[config.mk]
export PLATFORM = sky130hd
export DESIGN_NAME = multi_rate_tick_flag_timer
export DESIGN_NICKNAME = d
export VERILOG_FILES = /design/src/design/mrt_pkg.sv /design/src/design/mrt_cfg.sv /design/src/design/mrt_core.sv /design/src/design/multi_rate_tick_flag_timer.sv
export SDC_FILE = /design/constraint.sdc
export NUM_CORES = 1
export LEC_CHECK = 0
export CORE_AREA = 2 2 142 248
export CTS_BUF_LIST = sky130_fd_sc_hd__clkbuf_4 sky130_fd_sc_hd__clkbuf_8
export DETAILED_ROUTE_END_ITERATION = 7
export DIE_AREA = 0 0 144 250
export DONT_BUFFER_PORTS = 1
export MAX_ROUTING_LAYER = met4
export PLACE_DENSITY = 0.75
export SETUP_SLACK_MARGIN = 0.05
export SLEW_MARGIN = 20
export SYNTH_ARGS = -nofsm -noshare
export SYNTH_HDL_FRONTEND = slang
export SYNTH_SLANG_ARGS = --single-unit
[constraint.sdc]
create_clock -name clk -period 7.65 [get_ports clk]
set_clock_uncertainty 0.05 [all_clocks]
set_input_delay 2.295 -clock clk [delete_from_list [all_inputs] [get_ports clk]]
set_output_delay 2.295 -clock clk [all_outputs]
set_load 0.005 [all_outputs]
[src/design/mrt_pkg.sv]
// Shared types and constants for the multi-rate tick flag timer.
`timescale 1ns / 1ps
package mrt_pkg;

  localparam int NUM_CNT   = 6;
  localparam int CNT_W     = 16;
  localparam int TIME_W    = 32;
  localparam int FLAG_W    = NUM_CNT + 1;
  localparam int EVENT_W   = NUM_CNT - 1;
  localparam int CFG_IDX_W = 3;

  typedef logic [NUM_CNT-1:0][CNT_W-1:0] period_t;

  // Reload values after reset, fastest counter in the lowest slot.
  localparam period_t PERIOD_RESET = {16'd60000, 16'd10000, 16'd1000,
                                      16'd100, 16'd10, 16'd5};

  typedef enum logic [1:0] {
    OP_UPDATE     = 2'd0,
    OP_CLEAR_MASK = 2'd1,
    OP_CLEAR_ALL  = 2'd2,
    OP_START      = 2'd3
  } op_t;

  typedef enum logic [CFG_IDX_W-1:0] {
    REG_PERIOD_5MS    = 3'd0,
    REG_PERIOD_10MS   = 3'd1,
    REG_PERIOD_100MS  = 3'd2,
    REG_PERIOD_1S     = 3'd3,
    REG_PERIOD_10S    = 3'd4,
    REG_PERIOD_1MIN   = 3'd5,
    REG_EVENT_ENABLE  = 3'd6,
    REG_UNUSED        = 3'd7
  } reg_idx_t;

  typedef struct packed {
    op_t               op;
    logic [TIME_W-1:0] now_ms;
    logic [FLAG_W-1:0] clear_mask;
  } item_t;

  typedef struct packed {
    logic [FLAG_W-1:0]  flags;
    logic [EVENT_W-1:0] events;
  } result_t;

endpackage

[src/design/mrt_cfg.sv]
// Configuration register file: reload periods and event enables.
`timescale 1ns / 1ps
module mrt_cfg (
  input  logic                          clk,
  input  logic                          rst,
  input  logic                          cfg_valid,
  output logic                          cfg_ready,
  input  logic [mrt_pkg::CFG_IDX_W-1:0] cfg_index,
  input  logic [mrt_pkg::CNT_W-1:0]     cfg_data,
  output mrt_pkg::period_t              period,
  output logic [mrt_pkg::EVENT_W-1:0]   event_enable
);
  import mrt_pkg::*;

  assign cfg_ready = 1'b1;

  always_ff @(posedge clk) begin
    if (rst) begin
      period       <= PERIOD_RESET;
      event_enable <= '0;
    end else if (cfg_valid) begin
      case (reg_idx_t'(cfg_index))
        REG_PERIOD_5MS:   period[0] <= cfg_data;
        REG_PERIOD_10MS:  period[1] <= cfg_data;
        REG_PERIOD_100MS: period[2] <= cfg_data;
        REG_PERIOD_1S:    period[3] <= cfg_data;
        REG_PERIOD_10S:   period[4] <= cfg_data;
        REG_PERIOD_1MIN:  period[5] <= cfg_data;
        REG_EVENT_ENABLE: event_enable <= cfg_data[EVENT_W-1:0];
        default: ;
      endcase
    end
  end

endmodule

[src/design/mrt_core.sv]
// Timer state and combinational step logic: elapsed time, counters, sticky flags.
`timescale 1ns / 1ps
module mrt_core (
  input  logic                        clk,
  input  logic                        rst,
  input  logic                        advance,
  input  mrt_pkg::item_t              item,
  input  mrt_pkg::period_t            period,
  input  logic [mrt_pkg::EVENT_W-1:0] event_enable,
  output mrt_pkg::result_t            result
);
  import mrt_pkg::*;

  logic [TIME_W-1:0]  last_time, last_time_next;
  period_t            remaining, remaining_next;
  logic [FLAG_W-1:0]  sticky_flags, sticky_flags_next;
  logic [TIME_W-1:0]  elapsed;
  period_t            dec;
  logic [NUM_CNT-1:0] fire;

  always_comb begin
    elapsed           = item.now_ms - last_time;
    last_time_next    = last_time;
    remaining_next    = remaining;
    sticky_flags_next = sticky_flags;
    fire              = '0;
    dec               = '0;
    for (int i = 0; i < NUM_CNT; i++) begin
      // clamp at zero when the gap exceeds the remaining count
      if (elapsed > {{(TIME_W-CNT_W){1'b0}}, remaining[i]}) begin
        dec[i] = '0;
      end else begin
        dec[i] = remaining[i] - elapsed[CNT_W-1:0];
      end
    end
    case (item.op)
      OP_UPDATE: begin
        if (elapsed != '0) begin
          sticky_flags_next[0] = 1'b1;
        end
        for (int i = 0; i < NUM_CNT; i++) begin
          fire[i] = (dec[i] == '0);
          if (fire[i]) begin
            remaining_next[i]        = period[i];
            sticky_flags_next[i + 1] = 1'b1;
          end else begin
            remaining_next[i] = dec[i];
          end
        end
        last_time_next = item.now_ms;
      end
      OP_CLEAR_MASK: sticky_flags_next = sticky_flags & ~item.clear_mask;
      OP_CLEAR_ALL: begin
        sticky_flags_next = '0;
        remaining_next    = period;
      end
      OP_START: last_time_next = item.now_ms;
      default: ;
    endcase
    result.flags  = sticky_flags_next;
    // the fastest counter has no event bit
    result.events = fire[NUM_CNT-1:1] & event_enable;
  end

  always_ff @(posedge clk) begin
    if (rst) begin
      last_time    <= '0;
      remaining    <= PERIOD_RESET;
      sticky_flags <= '0;
    end else if (advance) begin
      last_time    <= last_time_next;
      remaining    <= remaining_next;
      sticky_flags <= sticky_flags_next;
    end
  end

endmodule

[src/design/multi_rate_tick_flag_timer.sv]
// Top level of the multi-rate tick flag timer: input register, step logic, result register.
`timescale 1ns / 1ps
// Each input transaction carries an op and a millisecond timestamp and yields exactly one
// result transaction with the sticky flags and the event pulses of that step. An item is
// registered on acceptance, processed by six parallel subtract-compare-reload counters once
// the result register is free or being read, and written to the result register, so a new
// item is taken every clock as long as the result side keeps up; the state update of the
// counters and flags, done in one step, sets that rate. Configuration writes
// are always accepted and are meant for times when no item is in flight; a period change
// takes effect at the next reload or preset.
module multi_rate_tick_flag_timer (
  input  logic        clk,
  input  logic        rst,
  input  logic        s_tvalid,
  output logic        s_tready,
  input  logic [39:0] s_tdata,   // now_ms[31:0], clear_mask[38:32], zero pad
  input  logic [1:0]  s_tuser,   // op[1:0]
  output logic        m_tvalid,
  input  logic        m_tready,
  output logic [15:0] m_tdata,   // flags[6:0], events[11:7], zero pad
  input  logic        cfg_valid,
  output logic        cfg_ready,
  input  logic [2:0]  cfg_index,
  input  logic [15:0] cfg_data
);
  import mrt_pkg::*;

  logic     in_valid;
  item_t    in_item;
  logic     advance;
  period_t  period;
  logic [EVENT_W-1:0] event_enable;
  result_t  step_result;
  result_t  out_result;

  assign advance  = in_valid && (!m_tvalid || m_tready);
  assign s_tready = !in_valid || advance;

  always_ff @(posedge clk) begin
    if (rst) begin
      in_valid <= 1'b0;
    end else if (s_tvalid && s_tready) begin
      in_valid <= 1'b1;
    end else if (advance) begin
      in_valid <= 1'b0;
    end
  end

  always_ff @(posedge clk) begin
    if (s_tvalid && s_tready) begin
      in_item.op         <= op_t'(s_tuser);
      in_item.now_ms     <= s_tdata[TIME_W-1:0];
      in_item.clear_mask <= s_tdata[TIME_W+FLAG_W-1:TIME_W];
    end
  end

  mrt_cfg u_cfg (
    .clk          (clk),
    .rst          (rst),
    .cfg_valid    (cfg_valid),
    .cfg_ready    (cfg_ready),
    .cfg_index    (cfg_index),
    .cfg_data     (cfg_data),
    .period       (period),
    .event_enable (event_enable)
  );

  mrt_core u_core (
    .clk          (clk),
    .rst          (rst),
    .advance      (advance),
    .item         (in_item),
    .period       (period),
    .event_enable (event_enable),
    .result       (step_result)
  );

  // hold the result until the transaction completes
  always_ff @(posedge clk) begin
    if (rst) begin
      m_tvalid <= 1'b0;
    end else if (advance) begin
      m_tvalid <= 1'b1;
    end else if (m_tready) begin
      m_tvalid <= 1'b0;
    end
  end

  always_ff @(posedge clk) begin
    if (advance) begin
      out_result <= step_result;
    end
  end

  assign m_tdata = {4'b0000, out_result.events, out_result.flags};

endmodule

# Word-level counts from Yosys, hierarchy flattened
# Index checks and enable logic that the tools add are counted.
[totals]
register_bits = 291
wordCells = 101
[op_classes]
n_addsub = 7
magnitude_cmp = 6
eq_ne = 9
mux = 26
bitwise_logic = 3
reduce_logical = 28
[op_table]
columns = ["cell", "count"]
rows = [
  ["greater-than comparator 32 x 16 -> 1 bit", 6],
  ["two-way mux 16 bit", 12],
  ["case mux 96 bit (2 select lines)", 1],
  ["zero test 16 bit", 6],
  ["subtractor 16 bit", 6],
  ["nonzero test 32 bit", 1],
  ["subtractor 32 bit", 1],
  ["case mux 7 bit (3 select lines)", 1],
  ["AND reduction 2 bit", 9],
  ["two-way mux 1 bit", 11],
  ["equality test 3 bit, second input constant", 3],
  ["bitwise AND 7 bit", 1],
  ["NOT 7 bit", 1],
  ["equality test 3 x 2 -> 1 bit, second input constant", 2],
  ["two-way mux 6 bit", 1],
  ["nonzero test 2 bit", 3],
  ["bitwise AND 5 bit", 1],
  ["equality test 2 bit, second input constant", 2],
  ["equality test 3 x 1 -> 1 bit, second input constant", 1],
  ["zero test 3 bit", 1],
  ["equality test 2 x 1 -> 1 bit, second input constant", 1],
  ["logical AND 1 bit", 2],
  ["zero test 1 bit", 2],
  ["zero test 2 bit", 1],
  ["2 further kinds", 3],
]

# Depth between registers and ports, before layout
# Gate-level depths: netlist (run 1).
[logic_depth]
depth_word = 6
mapped_depth = 23

# Modules after synthesis
# From an unflattened synthesis (run 1), not the netlist that was laid out.
[hier_totals]
hier_cells = 2455
hier_area_um2 = 20782.4
[modules_own_cells]
columns = ["module", "instances", "cells_per_inst", "area_each_um2"]
rows = [
  ["mrt_core", 1, 2010, 15010.6],
  ["mrt_cfg", 1, 377, 4042.6],
  ["multi_rate_tick_flag_timer", 1, 68, 1729.2],
]

# Least setup slack after synthesis (run 1)
# OpenSTA, ideal clock, no wires.
[synth_timing]
kind = "flip-flop to flip-flop"
from = "register in_item[13] in the netlist's numbering"
to = "register u_core.remaining[11] in the netlist's numbering"
t_arrival_ns = 5.107
required_ns = 7.466
path_slack_ns = 2.359
stages_incl_launch_ff = 22
n_path_buf = 2
cell_sequence = "edfxtp_1 -> ha_1 -> buf_2 -> a21oi_1 -> o21ai_1 -> a21boi_1 -> and2_1 -> xor2_1 -> inv_1 -> ha_1 -> nand2_1 -> o21ai_0 -> o21a_1 -> o31a_1 -> a31oi_1 -> or4_1 -> nor4_1 -> nand4_1 -> o2111ai_2 -> clkbuf_1 -> mux2i_1 -> o22ai_1"
[synth_between]
elab_chain_cells = 6
elab_cells_between_ends = 7
classes_between = "2 x add/sub; 1 x order compare; 3 x mux; 1 x reduce/logical"
[synth_rtl]
columns = ["element", "line", "rtl"]
rows = [
  ["start, declared", "multi_rate_tick_flag_timer.sv:29", "item_t in_item;"],
  ["subtractor 32 bit *", "mrt_core.sv:22", "elapsed = item.now_ms - last_time;"],
  ["greater-than comparator 32 x 16 -> 1 bit / subtractor 16 bit (equally long branches)", "mrt_core.sv:30, mrt_core.sv:33", ""],
  ["two-way mux 16 bit *", "mrt_core.sv:30", "if (elapsed > {{(TIME_W-CNT_W){1'b0}}, remaining[i]}) begin"],
  ["zero test 16 bit", "mrt_core.sv:42", "fire[i] = (dec[i] == '0);"],
  ["two-way mux 16 bit *", "mrt_core.sv:43", "if (fire[i]) begin"],
  ["case mux 96 bit (2 select lines) *", "mrt_core.sv:36", "case (item.op)"],
  ["end signal, assigned", "mrt_core.sv:72", "remaining <= remaining_next;"],
  ["end, declared", "mrt_core.sv:15", "period_t remaining, remaining_next;"],
]
# Mark *: on every way between the ends. The rest lies on a longest branch, timed or not.
# A chain may end at the register's enable or synchronous reset.

# Worst setup path in the final report (run 1)
[layout_timing]
from = "register in_item[7] in the netlist's numbering"
to = "register u_core.remaining[43] in the netlist's numbering"
# Same word-level chain as after synthesis.

==> results.toml, run 1 <==
[run_status]
status = "completed"

[detailed_routing]
firstDrtPassIters = 6
via_per_inst = 6.32
drtIter0Drc = 1588
routed_wl_mm = 67.6
wl_per_cell_um = 22.8
via_count = 18800
antenna_left = 0
drc_errors = 0

[yosys]
syn_inst = 2492
async_reset_ff_share_pct = 0
synthFlopType = "dfxtp_1"
ys_seq_area_share_pct = 31.6
synth_area_um2 = 20100
synth_edf_count = 53
yosys.area.top_type = "dfxtp_1"
synth_seq_cells = 291
ys_types = 89
syn-mean-instance-area_um2 = 8.07
yosys_warnings = 0
yosys.area.top_type_share_pct = 23.7
synth_area_leaders = "dfxtp_1 (24%), ha_1 (14%), edfxtp_1 (7.9%), nand2_1 (6.9%), a21oi_1 (6.4%)"

[global_route]
grt-ovfl-total = 0
grt_pass1_vias = 18700
grt.total_usage_pct = 38.4
grt_pass1_wl_mm = 102
antenna_found_initial = 1
grt_max_degree = 142

[place]
port_buffers = 0
hpwl_mm = 48.5
dpl.cell_count = 2887
gp_congestion = 0.983

[timing]
max_freq_ghz = 0.151
finalSetupTns_ns = 0
finalSetupViolCount = 0
hold_viol_final = 0
rsz0062_at_grt = "false"
period_needed_ns = 6.63
slew_headroom_pct = 24.3
worstMarginPinSlew_ns = 1.13
maxSlewViolCount = 0
post-route-period-util_pct = 86.7
whs_ns = 0.400

[worst_setup_path]
crit_type = "flip-flop to flip-flop"
cp-start-kind = "flip-flop"
crit_required_ns = 8.11
cp.arrival_ns = 7.09
crit_path_end_kind = "flip-flop"
cp_max_fo = 9

[pwr]
p_leak_uw = 0.00864
seqPwrFrac_pct = 35.0
power_frac_comb_pct = 32.0
peakVddDrop_mv = 0.173
p_int_uw = 3030
switching_share_pct = 35.8
power.switching_uw = 1690
clock_power_share_pct = 33.1
power_per_cell_area_nw_per_um2 = 218

[job]
drv_cap = 0

[floorplan]
coreArea_um2 = 34100
start_util_pct = 58.9
die_h_um = 250
ios = 85
dieArea_um2 = 36000
std_cell_rows = 90
die_x_um = 144

[clocking]
h-tree-depth = 2
clockBufferDepth = 3
cts_tree = "built"
root_buffer = "clkbuf_8"
numCtsBuffers = 45
ctsResizeCount = 0
holdBufCountCts = 0
clk_pin_slew_ns = 0.06
post_cts_buffers = 0
clk_latency_ns = 0.64
cts.sink_count = 291

[layout]
multi_input_area_um2 = 12600
drive_gt1_share_pct = 6.62
syn2layout_area_growth_pct = 7.63
fillers = 2987
final_cells = 2968
final_nets = 2768
register_area_um2 = 6360

[hold_path]
hp-class = "flip-flop to flip-flop"
[per-layer routing]
layer | GRT usage [%] | share of wire [%] | vias up
li1 | - | - | 8795
met1 | 37.5 | 34 | 8875
met2 | 64.3 | 49 | 768
met3 | 7.48 | 7.1 | 334
met4 | 32.3 | 10 | 0
met5 | - | 0 | -
[layout by cell type (no fill, tap or decap), drive strengths merged, types with 8 or more instances in the layout]
cell type | synthesis | layout
buf | 20 | 41
mux2i | 35 | 35
nand2b | 41 | 41
o21ai | 135 | 135
nand2 | 368 | 368
a21oi | 257 | 257
or3 | 17 | 17
edfxtp | 53 | 53
and3 | 21 | 21
and2 | 13 | 13
clkbuf | 89 | 61
dfxtp | 238 | 238
a21o | 41 | 41
nor3 | 32 | 32
nor2 | 117 | 117
inv | 192 | 194
o31a | 14 | 14
nand3 | 81 | 81
a22oi | 27 | 27
or4 | 14 | 14
xor2 | 33 | 33
clkinv | 0 | 8
o21a | 42 | 42
nor4 | 22 | 22
o22ai | 22 | 22
ha | 221 | 221
a31oi | 27 | 27
o211ai | 20 | 20
a211oi | 22 | 22
nand4 | 36 | 36
o2111ai | 10 | 10
xnor2 | 48 | 48
nor2b | 37 | 37
o21bai | 11 | 11
[Yosys cell counts (9+ instances only)]
cell / count
dfxtp_1: 238
a22oi_1: 27
a21oi_1: 257
o21ai_0: 128
ha_1: 221
nor2b_1: 37
nand2_1: 368
clkbuf_1: 89
nand4_1: 35
xnor2_1: 48
xor2_1: 33
or3_1: 17
nor4_1: 21
and2_1: 13
nor3_1: 29
a211oi_1: 21
o22ai_1: 22
or4_1: 13
nand3_1: 81
o211ai_1: 20
mux2i_1: 35
o31a_1: 14
and3_1: 21
o21a_1: 42
o21bai_1: 11
a21o_1: 41
a31oi_1: 27
nand2b_1: 41
edfxtp_1: 53
inv_1: 191
nor2_1: 117
o2111ai_1: 9
[cell families (layout without fill, tap and decap cells)]
| logic type | after synthesis | after routing | share of synthesized area (%) |
|---|---|---|---|
| flops | 291 | 291 | 31.6 |
| fa+ha+maj | 228 | 228 | 14.5 |
| other cells | 2 | 6 | 0.0374 |
| compound gates | 708 | 708 | 22.3 |
| buf+inv | 301 | 313 | 5.87 |
| xor+xnor | 81 | 81 | 3.53 |
| simple gates | 841 | 841 | 20.2 |
| mux | 40 | 40 | 2.02 |
[state kept, by name (all words and copies together), names as in the netlist, 5 cells and up]
signal / count
u_cfg.event_enable: 5
u_core.remaining: 96
u_core.sticky_flags: 7
m_tdata: 12
u_core.last_time: 32
u_cfg.period: 96
in_item: 41
[area by class of cell]
class                   count  share of cell area, %
multi-input cells        1903                   58.3
flip-flops and latches    291                   29.4
clock buffers              61                   3.65
inverters                 192                   3.33
well taps                 460                   2.66
repair buffers             41                   1.42
clock inverters            19                   1.22
diodes                      1                 0.0116
[stage by stage]
| stage | power, uW | worst slack, ns | util, % | cell area, um^2 |
|---|---|---|---|---|
| 2_1_floorplan | 2710 | 2.36 | - | 20100 |
| 3_3_place_gp | 3110 | 1.28 | 60.3 | 20600 |
| 3_5_place_dp | 3130 | 1.27 | 60.3 | 20600 |
| 4_1_cts | 4680 | 1.21 | 63.4 | 21600 |
| 5_1_grt | 4900 | 0.680 | 63.4 | 21600 |
| 6_report | 4710 | 1.02 | 63.4 | 21600 |
[power groups by stage]
stage	Sequential, uW	Combinational [uW]	Clock [uW]
global route	1650	1620	1620
floorplan	1670	1040	0
detailed placement	1680	1450	0
global placement	1680	1430	0
CTS	1650	1460	1570
finish	1650	1510	1560
[critical path, cell delays in order, from the launching register on]
cell	delay [ns]
edfxtp_1	0.39
inv_1	0.07
ha_1	0.15
inv_1	0.05
fa_1	0.40
a21oi_1	0.25
o211ai_1	0.25
a21boi_0	0.31
o21ai_0	0.14
xor2_1	0.78
inv_1	0.57
ha_1	0.39
a31o_2	0.23
a2111oi_0	0.56
o21bai_1	0.19
xor2_1	0.22
nor4_1	0.50
nand4_1	0.19
and4_1	0.43
mux2i_1	0.19
a22o_1	0.20
[final timing paths]
kind                                       from                                 to  slack, ns  cells past startpoint
hold reg to reg   u_cfg.period[21]$_SDFFE_PP0P_      u_cfg.period[21]$_SDFFE_PP0P_       0.40                      2
setup reg to reg           in_item[7]$_DFFE_PP_  u_core.remaining[43]$_SDFFE_PP0P_       1.02                     20
hold / removal    u_cfg.period[21]$_SDFFE_PP0P_      u_cfg.period[21]$_SDFFE_PP0P_       0.40                      2
setup / recovery           in_item[7]$_DFFE_PP_  u_core.remaining[43]$_SDFFE_PP0P_       1.02                     20
No activity file was read; power rests on OpenSTA's default activity.
==> inputs of run 2 (changes only) <==
CORE_AREA = 2 2 187 189   (was 2 2 142 248)
DIE_AREA = 0 0 189 191   (was 0 0 144 250)
==> results.toml, run 2 (synthesized netlist as in run 1, its figures left out) <==
[worst_setup_path]
r2r_cells = 21
cp_max_fo = 17
crit_chain = "inv_1, ha_1, inv_1, fa_1, a21oi_1, o211ai_1, a21boi_0, o21ai_0, xor2_2, inv_1, ha_1, a21oi_1, o21ai_0, inv_1, a31oi_1, or4_1, nor4_1, nand4_1, o2111ai_2, mux2_2, o22ai_1"
crit_type = "flip-flop to flip-flop"
critPathMaxStageDelay_ns = 0.88
r2r_slack_ns = 0.94
cp-start-kind = "flip-flop"
cp_common_cell = "inv_1"
cp.arrival_ns = 7.24
crit_path_top_delay_cell = "o2111ai_2"
crit_required_ns = 8.18
crit_path_end_kind = "flip-flop"
cp_num_buf_inv = 4
cpLargestDelayFamily = "compound AO/OA/AOI/OAI gates"
worst-path-stages = 21

[floorplan]
die_x_um = 189
die_h_um = 191
coreArea_um2 = 34100
ios = 85
dieArea_um2 = 36100
std_cell_rows = 68
start_util_pct = 58.9

[run_status]
status = "completed"

[layout]
layout.cells.most_common = "nand2_1"
top_regs = "u_cfg.period x96, u_core.remaining x96, in_item x41"
fillers = 3017
layout_common_cells = "nand2_1 (367), a21oi_1 (256), dfxtp_1 (238), ha_1 (221), inv_1 (191)"
final_nets = 2767
syn2layout_area_growth_pct = 7.94
finalCoreUtilization_pct = 63.6
drive_gt1_share_pct = 6.89
fin_area_um2 = 21700

[global_route]
grt-ovfl-total = 0
antenna_found_initial = 0
grt_max_degree = 142
grt.total_usage_pct = 36.1
grt_pass1_vias = 17900
grt_pass1_wl_mm = 98.0

[clocking]
cts_tree = "built"
clk_pin_slew_ns = 0.06
root_buffer = "clkbuf_8"
holdBufCountCts = 0
clockBufferDepth = 3
clk_latency_ns = 0.65
ctsResizeCount = 0
cts.sink_count = 291
numCtsBuffers = 51
h-tree-depth = 2
post_cts_buffers = 0

[pwr]
seqPwrFrac_pct = 34.7
p_int_uw = 3090
clock_power_share_pct = 34.2
power_frac_comb_pct = 31.1
switching_share_pct = 35.0
power_per_cell_area_nw_per_um2 = 219
peakVddDrop_mv = 0.164
power.switching_uw = 1660
p_leak_uw = 0.00868

[detailed_routing]
drtIter0Drc = 1753
via_per_inst = 6.37
drc_errors = 0
firstDrtPassIters = 5
routed_wl_mm = 64.2
antenna_left = 0
via_count = 18900
wl_per_cell_um = 21.6

[timing]
post-route-period-util_pct = 87.8
period_needed_ns = 6.71
layout_setup_ws_ns = 0.937
slew_headroom_pct = 21.1
max_freq_ghz = 0.149
finalSetupTns_ns = 0
maxSlewViolCount = 0
worstMarginPinSlew_ns = 1.18
rsz0062_at_grt = "false"
finalSetupViolCount = 0
hold_viol_final = 0

[place]
hpwl_mm = 44.6
placed_cell_area_um2 = 20500
port_buffers = 0
post-place-ws_ns = 1.08
gp_congestion = 0.967

[job]
drv_cap = 0

[hold_path]
hp-class = "flip-flop to flip-flop"
hold_depth = 2
[run 2: cell types whose count changed in the layout (fill, tap and decap cells not counted), sizes merged]
| cell | change |
|---|---|
| buf | -7 |
| bufinv | -3 |
| clkinv | -5 |
| clkbuf | +22 |
| inv | -1 |
| clkinvlp | -1 |
[run 2: final timing paths]
check,from,end
worst max register to register,in_item[7]$_DFFE_PP_,u_core.remaining[10]$_SDFFE_PP0P_
worst min-delay path,u_core.last_time[5]$_SDFFE_PP0P_,u_core.last_time[5]$_SDFFE_PP0P_
worst max-delay path,in_item[7]$_DFFE_PP_,u_core.remaining[10]$_SDFFE_PP0P_
worst min register to register,u_core.last_time[5]$_SDFFE_PP0P_,u_core.last_time[5]$_SDFFE_PP0P_
[run 2: power groups by stage]
stage	combinational (uW)	sequential, uW	clock [uW]
CTS	1440	1650	1650
detailed placement	1430	1680	0
finish	1480	1650	1630
floorplan	1040	1670	0
global route	1600	1650	1720
global placement	1410	1680	0
[run 2: cell type report]
| cell class | count | area [um^2] | area share (%) |
|---|---|---|---|
| antenna | 1 | 2.50 | 0.0115 |
| clock inverter | 9 | 136 | 0.628 |
| tap | 455 | 569 | 2.62 |
| multi-input combinational | 1903 | 12600 | 58.2 |
| inverter | 192 | 721 | 3.32 |
| sequential | 291 | 6360 | 29.3 |
| timing repair buffer | 34 | 259 | 1.19 |
| clock buffer | 83 | 1020 | 4.72 |
[run 2: through the flow]
stage	total power, uW	hold slack (ns)	std cells
2_1_floorplan	2710	0.382	2495
3_3_place_gp	3080	0.387	2874
3_5_place_dp	3110	0.392	2875
4_1_cts	4740	0.400	2967
5_1_grt	4970	0.419	2967
6_report	4760	0.399	2968
[run 2: tightest hold or removal path: cells and delay by family, from the launching register on]
kind / cells / cell delay, ns
AOI/OAI and AO/OA: 1 / 0.05
DFF: 1 / 0.30
and+or+nand+nor: 1 / 0.05
[run 2: layer usage]
metal  vias up  wire, um  track usage, %
met2       902     28200            55.9
met4         0      3470            18.9
met3       223      6270            6.76
met5         -         0               -
met1      8966     26300            44.9
li1       8805         -               -
